[src/rtl/fmi_pkg.sv]
// ----------------------------------------------------------------------------
// fmi_pkg
// Types, constants and modular helpers for the Fermat modular inverse block.
// ----------------------------------------------------------------------------
package fmi_pkg;

    localparam int MOD_BITS = 31;
    localparam int CNT_W    = $clog2(MOD_BITS);

    typedef logic [MOD_BITS-1:0] word_t;
    typedef logic [MOD_BITS:0]   wide_t;
    typedef logic [CNT_W-1:0]    cnt_t;

    localparam word_t MOD_RESET = word_t'(2);
    localparam word_t TWO       = word_t'(2);
    localparam cnt_t  LAST_BIT  = cnt_t'(MOD_BITS - 1);

    typedef enum logic [2:0] {
        ST_IDLE,
        ST_REDUCE,
        ST_STEP,
        ST_MUL,
        ST_DONE
    } state_t;

    // (x + y) mod m for x, y < m
    function automatic word_t add_mod(input word_t x, input word_t y, input word_t m);
        wide_t s;
        s = {1'b0, x} + {1'b0, y};
        if (s >= {1'b0, m})
        begin
            s = s - {1'b0, m};
        end
        return s[MOD_BITS-1:0];
    endfunction

    // one restoring-division step: (2*r + b) mod m for r < m
    function automatic word_t rem_step(input word_t r, input logic b, input word_t m);
        wide_t s;
        s = {r, b};
        if (s >= {1'b0, m})
        begin
            s = s - {1'b0, m};
        end
        return s[MOD_BITS-1:0];
    endfunction

endpackage

[src/rtl/fmi_if.sv]
// ----------------------------------------------------------------------------
// fmi_if
// Valid/ready channels of the Fermat modular inverse block.
// ----------------------------------------------------------------------------
interface fmi_in_if;
    logic                  valid;
    logic                  ready;
    logic [fmi_pkg::MOD_BITS-1:0] value;
    modport source (output valid, output value, input ready);
    modport sink   (input valid, input value, output ready);
endinterface

interface fmi_out_if;
    logic                  valid;
    logic                  ready;
    logic [fmi_pkg::MOD_BITS-1:0] inverse_value;
    logic                  no_inverse;
    modport source (output valid, output inverse_value, output no_inverse, input ready);
    modport sink   (input valid, input inverse_value, input no_inverse, output ready);
endinterface

interface fmi_cfg_if;
    logic                  valid;
    logic                  ready;
    logic [fmi_pkg::MOD_BITS-1:0] modulus;
    modport source (output valid, output modulus, input ready);
    modport sink   (input valid, input modulus, output ready);
endinterface

[src/rtl/fermat_modular_inverse.sv]
// ----------------------------------------------------------------------------
// fermat_modular_inverse
// A value of 0 or a modulus below two skips straight to the result (0); any
// other value is reduced mod the modulus bit by bit, then raised to modulus-2.
// One word at a time: a new word is taken only in idle. The bit-serial modular
// multiplier forms result*base and base*base together, one multiplier bit a cycle.
// Reset: modulus returns to 2, the controller idles, no result is pending.
// ----------------------------------------------------------------------------
module fermat_modular_inverse (
    input  logic  clk,
    input  logic  rst_n,
    fmi_cfg_if.sink   cfg,
    fmi_in_if.sink    operand,
    fmi_out_if.source result
);
    import fmi_pkg::*;

    state_t state_reg, state_next;

    word_t modulus_reg;
    word_t vsh_reg;
    word_t rem_reg;
    word_t res_reg;
    word_t base_reg;
    word_t exp_reg;
    word_t x1_reg, x2_reg;
    word_t acc1_reg, acc2_reg;
    cnt_t  cnt_reg;
    logic  flag_reg;

    word_t out_val_reg;
    logic  out_flag_reg;
    logic  out_valid_reg;

    logic  accept;
    logic  trivial;
    logic  out_load;
    logic  out_free;

    assign cfg.ready = 1'b1;
    assign result.valid         = out_valid_reg;
    assign result.inverse_value = out_val_reg;
    assign result.no_inverse    = out_flag_reg;

    assign out_free = !out_valid_reg || result.ready;
    assign trivial  = (operand.value == '0) || (modulus_reg < TWO);

    // next state
    always_comb
    begin
        state_next = state_reg;
        case (state_reg)
            ST_IDLE:
            begin
                if (operand.valid)
                begin
                    state_next = trivial ? ST_DONE : ST_REDUCE;
                end
            end
            ST_REDUCE:
            begin
                if (cnt_reg == LAST_BIT)
                begin
                    state_next = ST_STEP;
                end
            end
            ST_STEP:
            begin
                state_next = (exp_reg == '0) ? ST_DONE : ST_MUL;
            end
            ST_MUL:
            begin
                if (cnt_reg == LAST_BIT)
                begin
                    state_next = ST_STEP;
                end
            end
            ST_DONE:
            begin
                if (out_free)
                begin
                    state_next = ST_IDLE;
                end
            end
            default: state_next = ST_IDLE;
        endcase
    end

    // control outputs
    always_comb
    begin
        operand.ready = 1'b0;
        out_load      = 1'b0;
        case (state_reg)
            ST_IDLE: operand.ready = 1'b1;
            ST_DONE: out_load      = out_free;
            default:
            begin
                operand.ready = 1'b0;
                out_load      = 1'b0;
            end
        endcase
    end

    assign accept = operand.valid && operand.ready;

    always_ff @(posedge clk or negedge rst_n)
    begin
        if (!rst_n)
        begin
            state_reg     <= ST_IDLE;
            modulus_reg   <= MOD_RESET;
            out_valid_reg <= 1'b0;
        end
        else
        begin
            state_reg <= state_next;
            if (cfg.valid && cfg.ready)
            begin
                modulus_reg <= cfg.modulus;
            end
            if (out_load)
            begin
                out_valid_reg <= 1'b1;
            end
            else if (result.ready)
            begin
                out_valid_reg <= 1'b0;
            end
        end
    end

    // datapath
    always_ff @(posedge clk)
    begin
        case (state_reg)
            ST_IDLE:
            begin
                if (accept)
                begin
                    vsh_reg  <= operand.value;
                    rem_reg  <= '0;
                    cnt_reg  <= '0;
                    flag_reg <= (operand.value == '0);
                    res_reg  <= trivial ? word_t'(0) : word_t'(1);
                end
            end
            ST_REDUCE:
            begin
                // shift the value in MSB first, keep the remainder below m
                rem_reg <= rem_step(rem_reg, vsh_reg[MOD_BITS-1], modulus_reg);
                vsh_reg <= {vsh_reg[MOD_BITS-2:0], 1'b0};
                cnt_reg <= cnt_reg + cnt_t'(1);
                if (cnt_reg == LAST_BIT)
                begin
                    base_reg <= rem_step(rem_reg, vsh_reg[MOD_BITS-1], modulus_reg);
                    exp_reg  <= modulus_reg - TWO;
                end
            end
            ST_STEP:
            begin
                x1_reg   <= res_reg;
                x2_reg   <= base_reg;
                acc1_reg <= '0;
                acc2_reg <= '0;
                cnt_reg  <= '0;
            end
            ST_MUL:
            begin
                // both products share the multiplier bits of base
                if (base_reg[cnt_reg])
                begin
                    acc1_reg <= add_mod(acc1_reg, x1_reg, modulus_reg);
                    acc2_reg <= add_mod(acc2_reg, x2_reg, modulus_reg);
                end
                x1_reg  <= add_mod(x1_reg, x1_reg, modulus_reg);
                x2_reg  <= add_mod(x2_reg, x2_reg, modulus_reg);
                cnt_reg <= cnt_reg + cnt_t'(1);
                if (cnt_reg == LAST_BIT)
                begin
                    if (exp_reg[0])
                    begin
                        res_reg <= base_reg[cnt_reg]
                                   ? add_mod(acc1_reg, x1_reg, modulus_reg) : acc1_reg;
                    end
                    base_reg <= base_reg[cnt_reg]
                                ? add_mod(acc2_reg, x2_reg, modulus_reg) : acc2_reg;
                    exp_reg  <= exp_reg >> 1;
                end
            end
            ST_DONE:
            begin
                if (out_load)
                begin
                    out_val_reg  <= res_reg;
                    out_flag_reg <= flag_reg;
                end
            end
            default:
            begin
                cnt_reg <= '0;
            end
        endcase
    end

    a_flag_zero: assert property (@(posedge clk) disable iff (!rst_n)
        out_load && flag_reg |-> res_reg == '0)
        else $error("flagged result is not zero");

    a_busy_stall: assert property (@(posedge clk) disable iff (!rst_n)
        state_reg != ST_IDLE |-> !operand.ready)
        else $error("operand accepted while busy");

    a_load_free: assert property (@(posedge clk) disable iff (!rst_n)
        out_load |-> !out_valid_reg || result.ready)
        else $error("pending result overwritten");

endmodule

[src/flat_wrapper.sv]
// flat-port wrapper written by rule: the top's interface ports become plain ports
module fermat_modular_inverse_flat import fmi_pkg::*;
  (clk, rst_n, cfg_valid, cfg_modulus, cfg_ready, operand_valid, operand_value, operand_ready, result_valid, result_inverse_value, result_no_inverse, result_ready);
  fmi_cfg_if cfg_i ();
  fmi_in_if operand_i ();
  fmi_out_if result_i ();
  input  logic clk;
  input  logic rst_n;
  input wire logic [$bits(cfg_i.valid)-1:0] cfg_valid;
  input wire logic [$bits(cfg_i.modulus)-1:0] cfg_modulus;
  output wire logic [$bits(cfg_i.ready)-1:0] cfg_ready;
  input wire logic [$bits(operand_i.valid)-1:0] operand_valid;
  input wire logic [$bits(operand_i.value)-1:0] operand_value;
  output wire logic [$bits(operand_i.ready)-1:0] operand_ready;
  output wire logic [$bits(result_i.valid)-1:0] result_valid;
  output wire logic [$bits(result_i.inverse_value)-1:0] result_inverse_value;
  output wire logic [$bits(result_i.no_inverse)-1:0] result_no_inverse;
  input wire logic [$bits(result_i.ready)-1:0] result_ready;
  assign cfg_i.valid = cfg_valid;
  assign cfg_i.modulus = cfg_modulus;
  assign cfg_ready = cfg_i.ready;
  assign operand_i.valid = operand_valid;
  assign operand_i.value = operand_value;
  assign operand_ready = operand_i.ready;
  assign result_valid = result_i.valid;
  assign result_inverse_value = result_i.inverse_value;
  assign result_no_inverse = result_i.no_inverse;
  assign result_i.ready = result_ready;
  fermat_modular_inverse u_core (.clk(clk), .rst_n(rst_n), .cfg(cfg_i), .operand(operand_i), .result(result_i));
endmodule
[config.mk]
export PLATFORM = sky130hd
export DESIGN_NAME = fermat_modular_inverse_flat
export DESIGN_NICKNAME = d
export VERILOG_FILES = /design/src/rtl/fmi_pkg.sv /design/src/rtl/fmi_if.sv /design/src/rtl/fermat_modular_inverse.sv /design/src/flat_wrapper.sv
export SDC_FILE = /design/constraint.sdc
export NUM_CORES = 1
export LEC_CHECK = 0
export BUFFER_PORTS_ARGS = -buffer_cell sky130_fd_sc_hd__buf_4
export CAP_MARGIN = 20
export CORE_AREA = 2 2 339 341
export DETAILED_ROUTE_END_ITERATION = 16
export DIE_AREA = 0 0 341 343
export GPL_ROUTABILITY_DRIVEN = 0
export PLACE_DENSITY = 0.46
export SYNTH_ARGS = -nofsm -noshare
export SYNTH_HDL_FRONTEND = slang
export SYNTH_SLANG_ARGS = --single-unit
[constraint.sdc]
create_clock -name clk -period 6.6 [get_ports clk]
set_clock_uncertainty 0.1 [all_clocks]
set_input_delay 0.33 -clock clk [delete_from_list [all_inputs] [get_ports clk]]
set_output_delay 0.33 -clock clk [all_outputs]
set_load 0.02 [all_outputs]
==> metrics.md <==
| Metric | Value |
|---|---|
| Final worst slack | 0.4351 ns |
| RSZ-0062 raised after global routing | false |
| Min Clock Period, post-route | 6.165 ns |
| Routed WL | 105,600 um |
| Share of the synthesized area in the top cell type | 33.85% |
| Post-DRT Antenna Nets | 0 |
| Proportion of layout cells with a drive suffix above 1 | 9.647% |
| CTS H-tree lvls | 2 |
| Syn Inst Count | 3,099 |
| Via density | 5.244 |
| First-pass GRT wire length | 156,600 um |
| Drt first pass iters | 5 |
| Worst r2r path cells | 22 |
| Die area | 117,000 um^2 |
| Post-Place Cell Area | 30,700 um^2 |
| Avg Inst Size Synth | 9.074 um^2 |
| Kind of critical path | reg -> reg |
| # clock sinks | 352 |
| Post-synth EDFFs | 317 |
| Final Cycle Share | 93.41% |
| Total Neg Setup Slack | 0 ns |
| Crit-path max FO | 20 |
| Hold_ws | 0.08675 ns |
| Nets | 3,544 |
| Crit path DAT | 6.40 ns |
| GRT Residual Overflow | 0 |
| CP max stage cell | edfxtp_1 |
| Initial antenna violation count | 1 |
| Die width | 341 um |
| Synth warn | 0 |
| Clk pin slew, worst setup/hold paths | 0.06 ns |
| Mux share of post-synthesis cell area | 3.702% |
| Worst EP required | 6.83 ns |
| Compound-Gate Fraction of Synth Area | 22.21% |
| Status | finished clean |
| Die Y | 343 um |
| Post-synthesis async set-or-reset flop share | 9.943% |
| Vias post-DR | 25,165 |
| Post-Synth Adder-Cell Area | 10.29% |
| Slew margin rel. | 28.62% |
| Post-Place Setup Slack | 0.2604 ns |
| Final hold violation count | 0 |
| Yosys cell types | 97 |
| CP max stage delay | 0.46 ns |
| CP Capture Type | register |
| I/O Buffers | 100 |
| Max Cap Viol | 0 |
| # DRC | 0 |
| CP most frequent cell | a211oi_1 |
| CTS tree | done |
| Largest net degree at the start of global routing | 141 |
| Setup-failing EPs final | 0 |
| Xor/xnor share of the synthesized area | 5.326% |
| Largest family of logic cells by synthesized area | compound AO/OA/AOI/OAI gates |
| Synthesized Nets | 3,393 |
| Area leader, netlist | edfxtp_1 |
| CTS Buffer Depth | 3 |
| Hold depth | 3 |
| Inserted Clock Buffers | 46 |
| Worst Hold Class | in -> reg |
| Final instance area | 32,910 um^2 |
| Placement row count | 124 |
| Fmax | 162.2 MHz |
| Ys flop type | edfxtp_1 |
| Startpoint types | register |
| Dpl hpwl | 80,330 um |
| Simple-Gate Fraction of Synth Area | 17.87% |
| Clock latency at the later pin of the worst-skew pair | 0.62 ns |
| DRT iter0 DRCs | 2,083 |
| Post-Syn Area | 28,120 um^2 |
| WL per Instance | 22.01 um |
| Worst slew pin tran | 1.067 ns |
| Crit path cell chain | ha_1, fa_1, a211oi_1, o21bai_1, a21oi_1, o21bai_1, a21o_1, and4_1, a311o_1, ha_1, a211oi_1, nand2_1, a211oi_1, buf_4, nor3_1, o21ai_1, o31ai_4, buf_8, buf_4, or3_1, a31oi_1, a22oi_1 |
| Area growth, synth to finish | 17.04% |
| #FFs+latches synth | 352 |
| Vias in the first global route | 24,216 |
| Final Slew Violations | 0 |
| Root Buffer | clkbuf_16 |
| Initial Utilization | 24.79% |
| Core area | 113,400 um^2 |
| Ranking of synthesized cells by area | edfxtp_1, ha_1, nand2_1, o21ai_0, xnor2_1 |
| Seq/Total Area, Yosys | 36.97% |
| GRT Overall Usage | 17.56% |
| Ports | 102 |
cells by family after synthesis:
group | after synthesis
simple gates | 1063
compound gates | 958
flops | 352
buf+inv | 235
fa+ha+maj | 227
xor+xnor | 171
mux | 92
other cells | 1
critical path: cells and delay by family (launching register included):
family | cells | cell delay (ns)
AO/OA/AOI/OAI | 12 | 3.00
adder cells (fa/ha/maj) | 3 | 1.05
buffers and inverters | 3 | 0.54
flip-flops | 1 | 0.46
AND/OR/NAND/NOR | 4 | 0.71
Yosys cell counts (all sizes together) (13+ instances only):
master / number
and2: 21
xnor2: 117
ha: 220
nor3: 66
and3: 31
o21bai: 31
a21oi: 205
o31ai: 23
o22ai: 13
o21a: 44
nand2b: 27
or3: 27
buf: 44
xor2: 54
mux2i: 77
a31oi: 52
o21ai: 252
nand2: 373
edfxtp: 317
inv: 108
a211oi: 42
nor2b: 27
a31o: 20
a311oi: 24
o31a: 13
dfrtp: 34
nor2: 246
a21o: 82
nand3: 88
o211ai: 36
nor4: 36
clkbuf: 79
or2: 17
a211o: 14
nand4: 50
a21boi: 18
placed cells by master (no fill, tap or decap), drive strengths merged, types with 66 or more instances in the layout:
cell / instances
a21o: 82
a21oi: 205
buf: 165
edfxtp: 317
ha: 220
inv: 110
mux2i: 77
nand2: 373
nand3: 88
nor2: 246
nor3: 66
o21ai: 252
xnor2: 117
path summary, 6_finish.rpt:
kind | endpoint | slack, ns | start
max reg2reg | u_core.base_reg[15] | 0.44 | u_core.x2_reg[0]
min in group asynchronous | u_core.modulus_reg[0] | 0.13 | rst_n
max in group asynchronous | u_core.modulus_reg[24] | 5.90 | rst_n
min reg2reg | u_core.result.no_inverse | 0.33 | u_core.flag_reg
max | u_core.base_reg[15] | 0.44 | u_core.x2_reg[0]
min | u_core.modulus_reg[1] | 0.09 | cfg_valid
metrics by stage:
stage               util (%)  std cells
floorplan                  -       3099
global placement       27.06       4646
detailed placement     27.07       4647
CTS                    28.98       4795
global route           29.02       4798
finish                 29.02       4799
final cells by class:
| type | instances | area (um^2) |
|---|---|---|
| Fill cell | 11975 | 80500 |
| Multi-Input combinational cell | 2512 | 16780 |
| Sequential cell | 352 | 10400 |
| Timing Repair Buffer | 229 | 1907 |
| Tap cell | 1512 | 1892 |
| Clock buffer | 53 | 1199 |
| Inverter | 109 | 409.1 |
| Clock inverter | 31 | 322.8 |
| Antenna cell | 1 | 2.502 |
what timing repair did:
action                                 in CTS  in global routing
setup endpoints to repair                   0                 58
setup buffers                               0                  2
hold buffers                               64                  0
endpoints found under the hold margin      98                  0
resized for setup                           0                  3
routing by layer:
metal  GRT usage [%]  routed length [um]
met2           27.70               46440
met3           2.305                5481
met5               0                   0
met4           5.268                3150
met1           24.90               50540
Power is left out: the tool's default activity adds up to more than one toggle a clock period on the data nets, which glitch-free logic cannot reach.
